$ cat src/rtl/core/bpa_pkg.sv
// shared types, constants and helpers for the bitmap page allocator
package bpa_pkg;

  localparam int unsigned NUM_PAGES = 65536;
  localparam int unsigned MAP_WORDS = (NUM_PAGES + 31) / 32;
  localparam int unsigned WORD_AW   = $clog2(MAP_WORDS);
  localparam logic [WORD_AW-1:0] LAST_WORD = WORD_AW'(MAP_WORDS - 1);
  // highest page count reachable with 16-bit page numbers
  localparam logic [16:0] PAGE_LIMIT = 17'((NUM_PAGES > 65536) ? 65536 : NUM_PAGES);

  localparam int unsigned CFG_AW = 4;

  typedef enum logic [0:0] {
    KIND_ALLOC = 1'b0,
    KIND_FREE  = 1'b1
  } kind_e;

  typedef enum logic [1:0] {
    ST_OK       = 2'd0,
    ST_NO_MEM   = 2'd1,
    ST_DBL_FREE = 2'd2,
    ST_BAD_PAGE = 2'd3
  } status_e;

  typedef enum logic [1:0] {
    REG_LOWEST_PAGE = 2'd0,
    REG_SCAN_START  = 2'd1,
    REG_SCAN_END    = 2'd2
  } reg_idx_e;

  typedef struct packed {
    kind_e       kind;
    logic [15:0] page_number;
  } req_t;

  typedef struct packed {
    status_e     status;
    logic [15:0] page_granted;
    logic [16:0] free_count;
  } rsp_t;

  typedef struct packed {
    logic [15:0] lowest_page;
    logic [15:0] scan_start;
    logic [16:0] scan_end;
  } cfg_t;

  // control of the shared word unit: search window [lo, hi) and update mode
  typedef struct packed {
    logic [4:0] lo;
    logic [5:0] hi;
    logic       set_mode;
  } wu_ctl_t;

  typedef struct packed {
    logic        found;
    logic [4:0]  idx;
    logic [31:0] wdata;
  } wu_res_t;

  function automatic logic [WORD_AW-1:0] page_word(logic [16:0] p);
    page_word = WORD_AW'(p >> 5);
  endfunction

endpackage

$ cat src/rtl/core/bpa_word_unit.sv
// shared word unit: lowest free bit inside a window and the updated word
module bpa_word_unit (
  input  logic [31:0]      word_i,
  input  bpa_pkg::wu_ctl_t ctl_i,
  output bpa_pkg::wu_res_t res_o
);

  logic [31:0] cand;
  logic        found;
  logic [4:0]  idx;
  logic [4:0]  upd_bit;

  always_comb begin
    for (int k = 0; k < 32; k++) begin
      cand[k] = ~word_i[k] && (5'(k) >= ctl_i.lo) && (6'(k) < ctl_i.hi);
    end
  end

  // priority pick of the lowest candidate
  always_comb begin
    found = 1'b0;
    idx   = '0;
    for (int k = 31; k >= 0; k--) begin
      if (cand[k]) begin
        found = 1'b1;
        idx   = 5'(k);
      end
    end
  end

  assign upd_bit = ctl_i.set_mode ? idx : ctl_i.lo;

  always_comb begin
    res_o.found = found;
    res_o.idx   = idx;
    res_o.wdata = word_i;
    if (ctl_i.set_mode) begin
      res_o.wdata[upd_bit] = 1'b1;
    end else begin
      res_o.wdata[upd_bit] = 1'b0;
    end
  end

endmodule

$ cat config.mk
export PLATFORM = sky130hd
export DESIGN_NAME = bpa_word_unit
export DESIGN_NICKNAME = d
export VERILOG_FILES = /design/src/rtl/core/bpa_pkg.sv /design/src/rtl/core/bpa_word_unit.sv
export SDC_FILE = /design/constraint.sdc
export NUM_CORES = 1
export LEC_CHECK = 0
export BUFFER_PORTS_ARGS = -buffer_cell sky130_fd_sc_hd__buf_2
export CORE_MARGIN = 3
export CORE_UTILIZATION = 25
export DETAILED_ROUTE_END_ITERATION = 8
export MAX_ROUTING_LAYER = met4
export PLACE_DENSITY = 0.52
export SYNTH_ARGS = -nofsm -noshare
export SYNTH_HDL_FRONTEND = slang
export SYNTH_SLANG_ARGS = --single-unit
$ cat constraint.sdc
create_clock -name vclk -period 2.92
set_input_delay 0.292 -clock vclk [all_inputs]
set_output_delay 0.292 -clock vclk [all_outputs]
set_load 0.02 [all_outputs]
==> flow_metrics.env <==
export IMPL_fin_cells=643
export IMPL_end_kind="output pin"
export IMPL_postRouteAntennaNets=0
export IMPL_die_w_um=97.1
export IMPL_min_period_ns=3.22
export IMPL_crit_slowest_cell="o211ai_1"
export IMPL_start_util_pct=26.3
export IMPL_placed_area_um2=3460
export IMPL_powerDensity_nw_per_um2=237
export IMPL_vdd_drop_max_uv=180
export IMPL_hold_viol=0
export IMPL_synth_fa_ha_area_share_pct=0
export IMPL_required_ns=2.63
export IMPL_design_seq_count=0
export IMPL_setup_viol=32
export IMPL_placed_cells=608
export IMPL_slew_headroom_pct=48.4
export IMPL_crit_end="res_o[14]"
export IMPL_grt_setup_unrepaired="true"
export IMPL_io_pins=82
export IMPL_max_freq_mhz=311
export IMPL_hpwlAfterDp_mm=9.59
export IMPL_clock_buffers=0
export IMPL_ys_warn_count=0
export IMPL_synth_area_leaders="o21ai_0 (9.9%), o21ai_1 (6.8%), a21oi_1 (4.6%)"
export IMPL_grt_pass1_vias=3622
export IMPL_detail_route_vias_per_cell=5.81
export IMPL_drt_iter0_drc=348
export IMPL_critPathMaxFanout=7
export IMPL_via_count=3739
export IMPL_core_area_um2=7890
export IMPL_finalCritPeriodShare_pct=110
export IMPL_wl_per_cell_um=20.6
export IMPL_drv_slew=0
export IMPL_slowest_delay_ns=0.27
export IMPL_final_layout_size_suffix_gt1_share_pct=71.2
export IMPL_cp_common_cell="buf_4"
export IMPL_status="finished with violations"
export IMPL_diodes=0
export IMPL_syn_inst=326
export IMPL_synth_area_um2=2070
export IMPL_multi_input_area_um2=2730
export IMPL_synth_top_cell_area_share_pct=9.89
export IMPL_cp_cell_sequence="buf_8 > buf_4 > o21a_4 > buf_4 > a21o_1 > a31o_2 > a311oi_2 > o211ai_1 > buf_4 > o211ai_1 > nand3_1 > buf_6 > o21ai_2 > buf_6"
export IMPL_nets=587
export IMPL_syn_nets=370
export IMPL_path_class="primary input to output pin"
export IMPL_syn_avg_cell_area_um2=6.36
export IMPL_routed_wl_mm=13.2
export IMPL_globalRouteTotalUtil_pct=25.6
export IMPL_yosys_top_cells_count="o21ai_0 (41), o21ai_1 (28), nand2_1 (24)"
export IMPL_die_h_um=97.1
export IMPL_fin_ws_ns=-0.301
export IMPL_die_area_um2=9430
export IMPL_grt_pass1_wl_mm=19.5
export IMPL_drc=0
export IMPL_synthSimpleGateAreaFrac_pct=34.6
export IMPL_synth_compound_area_share_pct=55.8
export IMPL_tightest_slew_ns=0.771
export IMPL_design_area_um2=4910
export IMPL_antenna_found_initial=0
export IMPL_setup_worst_path_start="ctl_i[8]"
export IMPL_synthMuxAreaShare_pct=0
export IMPL_yosysTopAreaCell="o21ai_0"
export IMPL_hp_class="primary input to output pin"
export IMPL_synth_most_common_cell="o21ai_0"
export IMPL_worst_setup_path_start_kind="primary input"
export IMPL_violations="setup timing"
export IMPL_nFillCells=675
export IMPL_holdWs_ns=0.937
export IMPL_yosys_area_share_xor_xnor_pct=0
export IMPL_p_leak_nw=2.06
export IMPL_grt_max_degree=15
export IMPL_synth_yosys_seq_area_share_pct=0
export IMPL_overflow=0
export IMPL_seqCellArea_um2=0
export IMPL_area_growth_pct=137
export IMPL_cts_hold_buf=0
export IMPL_port_buffers=82
export IMPL_gp_congestion=1.04
export IMPL_ys_types=68
export IMPL_synth_top_family_by_area="compound AO/OA/AOI/OAI gates"
export IMPL_critPathArrivalTime_ns=2.93
export IMPL_first_pass_iters=5
export IMPL_core_rowCount=32
export IMPL_drv_cap=0
worst min path at each step:
stage | slack, ns | start | cells after the start | end
3_5_place_dp | 0.95 | word_i[9] | 4 | res_o[9]
2_1_floorplan | 0.71 | word_i[17] | 2 | res_o[17]
5_1_grt | 0.95 | word_i[12] | 4 | res_o[12]
4_1_cts | 0.94 | word_i[19] | 4 | res_o[19]
6_report | 0.94 | word_i[2] | 4 | res_o[2]
3_3_place_gp | 0.94 | word_i[9] | 4 | res_o[9]
through the flow:
step,TNS [ns],util [%],setup WS [ns],power (W)
6_report,-7.95,62.3,-0.301,0.00116
5_1_grt,-9.46,62.3,-0.369,0.00121
4_1_cts,-4.47,56.6,-0.196,0.00102
3_5_place_dp,-12.02,43.9,-0.476,0.000762
3_3_place_gp,-12.55,43.9,-0.456,0.000764
2_1_floorplan,-0.766,-,-0.0605,0.000409
placed cells by master (no fill, tap or decap), types with 8 or more instances in the layout:
cell,n
a21oi_1,13
buf_2,42
buf_4,135
buf_6,50
inv_1,10
nand2_1,14
nand3_1,13
nor2_1,17
nor3_1,8
o21ai_1,13
o21ai_2,39
o21ai_4,10
cell type report:
| cell class | count | area share, % |
|---|---|---|
| timing repair buffer | 239 | 40.9 |
| tap | 102 | 2.60 |
| multi-input combinational | 291 | 55.5 |
| inverter | 11 | 0.917 |
layer usage:
layer / GRT usage [%] / wire, um / part of all wire [%]
met1: 32.9 / 5420 / 41
met2: 44.4 / 6640 / 50
met3: 1.44 / 783 / 5.9
met4: 5.62 / 378 / 2.9
met5: - / 0 / 0
critical path, delay by kind of cell:
family | cells | cell delay [ns]
AOI/OAI and AO/OA | 7 | 1.54
and+or+nand+nor | 1 | 0.18
buffers and inverters | 6 | 0.94
logic make-up (layout without fill, tap and decap cells):
kind of cell,Yosys count,after routing
AOI/OAI and AO/OA,165,166
and+or+nand+nor,125,125
buffers and inverters,36,250
what timing repair did:
| action | in CTS | in global routing |
|---|---|---|
| endpoints found under the setup margin | 32 | 34 |
| pin swaps | 66 | 37 |
| buffers inserted | 15 | 20 |
| resized for setup | 220 | 66 |
| gates cloned | 1 | 2 |
| endpoints found under the hold margin | 0 | 0 |
power breakdown:
part | switching, W | internal (W)
registers | 0 | 0
clock network | 0 | 0
logic | 0.000618 | 0.000547
total | 0.000618 | 0.000547
Note: power is estimated with default switching activity, not from simulation.
