--- src/rtl/core/bpa_pkg.sv ---
// shared types, constants and helpers for the bitmap page allocator
package bpa_pkg;

  localparam int unsigned NUM_PAGES = 65536;
  localparam int unsigned MAP_WORDS = (NUM_PAGES + 31) / 32;
  localparam int unsigned WORD_AW   = $clog2(MAP_WORDS);
  localparam logic [WORD_AW-1:0] LAST_WORD = WORD_AW'(MAP_WORDS - 1);
  // highest page count reachable with 16-bit page numbers
  localparam logic [16:0] PAGE_LIMIT = 17'((NUM_PAGES > 65536) ? 65536 : NUM_PAGES);

  localparam int unsigned CFG_AW = 4;

  typedef enum logic [0:0] {
    KIND_ALLOC = 1'b0,
    KIND_FREE  = 1'b1
  } kind_e;

  typedef enum logic [1:0] {
    ST_OK       = 2'd0,
    ST_NO_MEM   = 2'd1,
    ST_DBL_FREE = 2'd2,
    ST_BAD_PAGE = 2'd3
  } status_e;

  typedef enum logic [1:0] {
    REG_LOWEST_PAGE = 2'd0,
    REG_SCAN_START  = 2'd1,
    REG_SCAN_END    = 2'd2
  } reg_idx_e;

  typedef struct packed {
    kind_e       kind;
    logic [15:0] page_number;
  } req_t;

  typedef struct packed {
    status_e     status;
    logic [15:0] page_granted;
    logic [16:0] free_count;
  } rsp_t;

  typedef struct packed {
    logic [15:0] lowest_page;
    logic [15:0] scan_start;
    logic [16:0] scan_end;
  } cfg_t;

  // control of the shared word unit: search window [lo, hi) and update mode
  typedef struct packed {
    logic [4:0] lo;
    logic [5:0] hi;
    logic       set_mode;
  } wu_ctl_t;

  typedef struct packed {
    logic        found;
    logic [4:0]  idx;
    logic [31:0] wdata;
  } wu_res_t;

  function automatic logic [WORD_AW-1:0] page_word(logic [16:0] p);
    page_word = WORD_AW'(p >> 5);
  endfunction

endpackage

--- src/rtl/core/bpa_cfg_regs.sv ---
// apb configuration registers of the page allocator
module bpa_cfg_regs (
  input  logic                       clk_i,
  input  logic                       rst_ni,
  input  logic                       psel,
  input  logic                       penable,
  input  logic                       pwrite,
  input  logic [bpa_pkg::CFG_AW-1:0] paddr,
  input  logic [31:0]                pwdata,
  output logic [31:0]                prdata,
  output logic                       pready,
  output bpa_pkg::cfg_t              cfg_o
);

  bpa_pkg::cfg_t cfg_q;
  bpa_pkg::cfg_t cfg_d;
  logic          wr_en;
  logic [1:0]    reg_sel;

  assign pready  = 1'b1;
  assign wr_en   = psel && penable && pwrite;
  assign reg_sel = paddr[3:2];

  always_comb begin
    cfg_d = cfg_q;
    if (wr_en) begin
      case (reg_sel)
        bpa_pkg::REG_LOWEST_PAGE: cfg_d.lowest_page = pwdata[15:0];
        bpa_pkg::REG_SCAN_START:  cfg_d.scan_start  = pwdata[15:0];
        bpa_pkg::REG_SCAN_END:    cfg_d.scan_end    = pwdata[16:0];
        default:                  cfg_d = cfg_q;
      endcase
    end
  end

  always_comb begin
    case (reg_sel)
      bpa_pkg::REG_LOWEST_PAGE: prdata = {16'd0, cfg_q.lowest_page};
      bpa_pkg::REG_SCAN_START:  prdata = {16'd0, cfg_q.scan_start};
      bpa_pkg::REG_SCAN_END:    prdata = {15'd0, cfg_q.scan_end};
      default:                  prdata = '0;
    endcase
  end

  always_ff @(posedge clk_i or negedge rst_ni) begin
    if (!rst_ni) begin
      cfg_q.lowest_page <= 16'd256;
      cfg_q.scan_start  <= 16'd0;
      cfg_q.scan_end    <= 17'd0;
    end else begin
      cfg_q <= cfg_d;
    end
  end

  assign cfg_o = cfg_q;

endmodule

--- config.mk ---
export PLATFORM = sky130hd
export DESIGN_NAME = bpa_cfg_regs
export DESIGN_NICKNAME = d
export VERILOG_FILES = /design/src/rtl/core/bpa_pkg.sv /design/src/rtl/core/bpa_cfg_regs.sv
export SDC_FILE = /design/constraint.sdc
export NUM_CORES = 1
export LEC_CHECK = 0
export BUFFER_PORTS_ARGS = -buffer_cell sky130_fd_sc_hd__buf_4
export CAP_MARGIN = 20
export CORE_MARGIN = 2
export CORE_UTILIZATION = 45
export DETAILED_ROUTE_END_ITERATION = 8
export GPL_ROUTABILITY_DRIVEN = 0
export HOLD_SLACK_MARGIN = 0.05
export PLACE_DENSITY = 0.9
export SLEW_MARGIN = 5
export SYNTH_ARGS = -nofsm -noshare
export SYNTH_HDL_FRONTEND = slang
export SYNTH_SLANG_ARGS = --single-unit
--- constraint.sdc ---
create_clock -name clk_i -period 1 [get_ports clk_i]
set_clock_uncertainty 0.15 [all_clocks]
set_input_delay 0 -clock clk_i [delete_from_list [all_inputs] [get_ports clk_i]]
set_output_delay 0 -clock clk_i [all_outputs]
set_load 0.02 [all_outputs]
==> impl_metrics.tcl, run 1 <==
set metrics [dict create \
    crit_path_start_kind "register" \
    fp.dieW_um 76.8 \
    num_rows 26 \
    cts_tree "done" \
    period_needed_ps 1440 \
    ant_nets 0 \
    drt_first_pass_iters 4 \
    synth_area_um2 2390 \
    largest_reg_flops 49 \
    violations "hold timing, setup timing" \
    ir_drop_mv 1.53 \
    rsz0062_at_grt "true" \
    synth_top_area_share_pct 50.3 \
    tns_ps -11760 \
    whs_ps -53.7 \
    vias 2102 \
    status "complete, but fails checks" \
    final_area_um2 4390 \
    die_area_um2 5900 \
    cts_buffers 5 \
    yosysSeqAreaShare_pct 51.4 \
    grt.total_usage_pct 26.7 \
    ys_warn_count 0 \
    place_area_um2 3310 \
    fp.coreArea_um2 5110 \
    drc_errors 0 \
    grt_pass1_wl_mm 12.0 \
    numPortBuffers 89 \
    cts.sinks 49 \
    arrival_ps 1290 \
    fmax_mhz 694 \
    grt_max_degree 26 \
    antenna_found_initial 0 \
    ctsRootBufferMaster "clkbuf_8" \
    drv_slew 0 \
    postLayoutCoreUtil_pct 85.9 \
    crit_type "reg2out" \
    post-route-period-util_pct 144 \
    setup_violations 109 \
    hp-class "in2async" \
    r2r_cells 3 \
    final-hold-violation-count 15 \
    synth_area_leaders "dfrtp_1 50%, mux2_2 18%, mux2i_1 6.7%" \
    worstPathRequired_ps 850 \
    synth_area_per_cell_um2 13.3 \
    dieHeight_um 76.8 \
    ys_seq_elements 49 \
    fin_nets 387 \
    pre_cts_ws_ps -410 \
    drt_wl_total_mm 8.17 \
    p_leak_nw 2.18 \
    clockBufferDepth 2 \
    power.density_nw_per_um2 1970 \
    area_growth_pct 83.8 \
    fin_ws_ps -441 \
    clkSlewWorstSetupHoldPaths_ps 100 \
    grt_pass1_vias 2222 \
    ctsHoldBuffers 18 \
    syn-instance-count 180 \
    dp_hpwl_mm 4.58 \
    detail_route.wl_per_cell_um 19.6 \
    synthDistinctLibCells 20 \
    cap_violations 0 \
    yosysTopAreaCell "dfrtp_1" \
    clk-insertion-delay-late_ps 310 \
    critPathCaptureType "output port" \
    drive_gt1_share_pct 66.0 \
    io_pins 123 \
    initial_core_util_pct 46.7 \
    via_per_inst 5.04 \
    drt-initial-drc-count 92 \
    antenna_cells 0 \
    globalRouteOverflowTotal 0 \
    cts_htree_levels 2 \
    crit_path_max_fanout 2 \
]
power by group:
| part | leakage (nW) | total [mW] | switching (mW) | internal [mW] |
|---|---|---|---|---|
| clock | 0.0445 | 1.18 | 0.687 | 0.497 |
| combinational | 1.54 | 4.56 | 1.89 | 2.68 |
| sequential | 0.599 | 2.91 | 0.462 | 2.45 |
| total | 2.18 | 8.66 | 3.03 | 5.63 |
layout make-up:
type,count,area (um^2)
clock buffers,5,68.8
clock inverters,3,21.3
fillers,240,722
multi-input cells,119,1190
flip-flops and latches,49,1230
well taps,70,87.6
repair buffers,171,1790
placed cells by master, fill, tap and decap left out, drive strengths merged, types with 5 or more instances in the layout:
cell,synthesis,routed
mux2i,16,16
mux2,49,49
conb,2,16
buf,23,153
dlygate4sd3,0,18
clkbuf,3,5
dfrtp,48,48
nand2,16,16
o21ai,16,16
stage by stage:
step                power, mW  instances
finish                   8.66        417
global route             9.00        417
CTS                      8.30        410
detailed placement       5.85        344
global placement         5.77        344
floorplan                4.57        194
final timing paths:
path | endpoint | from | slack [ps]
min in group clk_i | cfg_o[6] | paddr[2] | 100
setup reg to reg | cfg_o[41] | cfg_o[41] | -100
hold reg to reg | cfg_o[21] | cfg_o[21] | 430
max in group asynchronous | cfg_o[19] | rst_ni | 340
setup / recovery | prdata[8] | cfg_o[41] | -440
hold / removal | cfg_o[39] | rst_ni | -50
per-layer routing:
| layer | global-route usage [%] | wire length (um) |
|---|---|---|
| met1 | 31.3 | 3170 |
| met3 | 5.65 | 373 |
| met5 | 0 | 0 |
| met2 | 49.5 | 4490 |
| met4 | 6.73 | 131 |
cell usage after synthesis:
master / count
nor3b_4: 1
conb_1: 2
and3b_1: 1
mux2_2: 39
dfstp_2: 1
buf_12: 1
mux2i_1: 16
buf_6: 2
buf_4: 18
nor3_2: 1
nand3_2: 1
mux2_4: 10
o21ai_0: 15
buf_2: 2
o21ai_1: 1
dfrtp_1: 48
or3b_1: 1
nor2b_1: 1
clkbuf_1: 3
nand2_1: 16
cell families after synthesis:
logic type / count (synthesis) / synth area share [%]
buffers and inverters: 26 / 8.34
muxes: 65 / 31.4
DFF: 49 / 51.4
and+or+nand+nor: 22 / 5.14
AOI/OAI and AO/OA: 16 / 3.36
other: 2 / 0.315
what timing repair did:
action                                  4_1_cts  5_1_grt
pin swaps                                     2        2
endpoints found under the hold margin        98       15
endpoints found under the setup margin       84      109
cloned                                        1        0
resized for setup                           100       33
setup buffers                                39       21
critical path: stages, from the launching register on:
cell and delay [ps]:
dfstp_2 560, mux2i_2 90, o21ai_2 190, buf_6 140
Power figures use the tool's default switching activity.
==> run 2: changes to the inputs <==
==> constraint.sdc (replaced) <==
create_clock -name clk_i -period 1 [get_ports clk_i]
set_clock_uncertainty 0.15 [all_clocks]
set_input_delay 0.05 -clock clk_i [delete_from_list [all_inputs] [get_ports clk_i]]
set_output_delay 0.05 -clock clk_i [all_outputs]
set_load 0.02 [all_outputs]
==> run 2 against run 1 <==
The run ends with setup timing left. Routed wire length down 2.8%. Cell count shrank 2.4%. Total power shrank 2.4%. Combinational power decreased by 3%. Core utilization fell by 2.3 points. Via count fell by 3.1%. Register-to-register slack worse by 80 ps.
==> impl_metrics.tcl, run 2 (synthesized netlist as in run 1, its figures left out) <==
set metrics [dict create \
    drt_wl_total_mm 7.94 \
    crit_path_start_kind "register" \
    antenna_found_initial 0 \
    initial_core_util_pct 46.7 \
    clkSlewWorstSetupHoldPaths_ps 90 \
    rsz0062_at_grt "true" \
    grt.total_usage_pct 26.2 \
    drc_errors 0 \
    whs_ps 53.0 \
    fillerInstances 252 \
    cap_violations 0 \
    layout.cells.most_common_list "103 x buf_6, 38 x dfrtp_1, 37 x mux2_4" \
    detail_route.wl_per_cell_um 19.5 \
    period_needed_ps 1420 \
    place_area_um2 3300 \
    slowest_stage "dfrtp_1" \
    cts_htree_levels 2 \
    status "complete, but fails checks" \
    cts_tree "done" \
    final_cell_count_no_fill 407 \
    fmax_mhz 702 \
    crit_path_max_fanout 2 \
    tns_ps -14490 \
    worstPathRequired_ps 800 \
    pre_cts_ws_ps -427 \
    final-hold-violation-count 0 \
    hp-class "in2async" \
    dp_hpwl_mm 4.36 \
    finalPower_mw 8.45 \
    power.density_nw_per_um2 1980 \
    drt-initial-drc-count 105 \
    dieHeight_um 76.8 \
    numPortBuffers 89 \
    postLayoutCoreUtil_pct 83.6 \
    max_stage_delay_ps 430 \
    violations "setup timing" \
    fp.coreArea_um2 5110 \
    dp_cells 344 \
    area_growth_pct 79.0 \
    cts_buffers 5 \
    setup_violations 112 \
    grt_max_degree 24 \
    final_area_um2 4270 \
    via_per_inst 5.00 \
    ir_drop_mv 1.08 \
    vias 2036 \
    antenna_cells 0 \
    critPathCaptureType "output port" \
    fin_ws_ps -425 \
    ctsRootBufferMaster "clkbuf_8" \
    drive_gt1_share_pct 67.1 \
    p_leak_nw 2.10 \
    layout_commonest_cell "buf_6" \
    post-route-period-util_pct 142 \
    cts.sinks 49 \
    largest_reg_flops 49 \
    grt_pass1_vias 2178 \
    crit_chain "mux2i_1 -> o21ai_1 -> buf_4" \
    io_pins 123 \
    crit_type "reg2out" \
    drt_first_pass_iters 4 \
    fin_nets 377 \
    grt_pass1_wl_mm 11.8 \
    globalRouteOverflowTotal 0 \
    ant_nets 0 \
    drv_slew 0 \
    fp.dieW_um 76.8 \
    clk-insertion-delay-late_ps 290 \
    num_rows 26 \
    die_area_um2 5900 \
    clockBufferDepth 2 \
    arrival_ps 1220 \
]
-- run 2: cell count changes in the layout (fill, tap and decap cells not counted), moves of 2 or more --
cell | previous run | this run
dfrtp_1 | 48 | 38
dfrtp_2 | 0 | 10
buf_6 | 112 | 103
buf_8 | 0 | 4
buf_4 | 38 | 35
clkbuf_1 | 0 | 2
-- run 2: final cells by class --
class / count / area, um^2 / area share, %
Timing Repair Buffer: 161 / 1680 / 39.4
Tap cell: 70 / 87.6 / 2.05
Clock buffer: 7 / 76.3 / 1.79
Sequential cell: 49 / 1240 / 29.0
Clock inverter: 1 / 5.00 / 0.117
Multi-Input combinational cell: 119 / 1180 / 27.6
-- run 2: final timing paths --
kind	end	startpoint	cells past startpoint	slack, ps
setup / recovery	prdata[13]	cfg_o[13]	3	-420
hold / removal	cfg_o[44]	rst_ni	2	50
setup reg to reg	cfg_o[23]	cfg_o[23]	3	-180
hold reg to reg	cfg_o[32]	cfg_o[32]	1	420
max in group asynchronous	cfg_o[38]	rst_ni	3	200
min in group clk_i	cfg_o[36]	paddr[2]	4	150
-- run 2: what timing repair did --
item                                   in CTS  in global routing
setup buffers                              32                 22
resized for setup                         102                 29
endpoints found under the hold margin      98                  0
hold buffers                               18                  0
pin swaps                                   6                  3
setup endpoints to repair                 105                114
-- run 2: layer usage --
layer	GRT usage (%)	routed length, um	vias up	part of all wire, %
met5	0	0	-	0
met1	31.1	3080	1039	39
met4	6.36	145	0	1.8
met2	48.2	4290	80	54
li1	-	-	904	-
met3	5.53	419	13	5.3
-- run 2: report_power, final --
| part | internal [mW] | switching, mW | total [mW] |
|---|---|---|---|
| Combinational | 2.56 | 1.85 | 4.41 |
| Clock | 0.492 | 0.631 | 1.12 |
| Sequential | 2.47 | 0.450 | 2.92 |
-- run 2: critical path: cells and delay by family (launching register included) --
kind                   cells  cell delay, ps
buffers and inverters      1             180
AOI/OAI and AO/OA          1             110
DFF                        1             430
muxes                      1             210
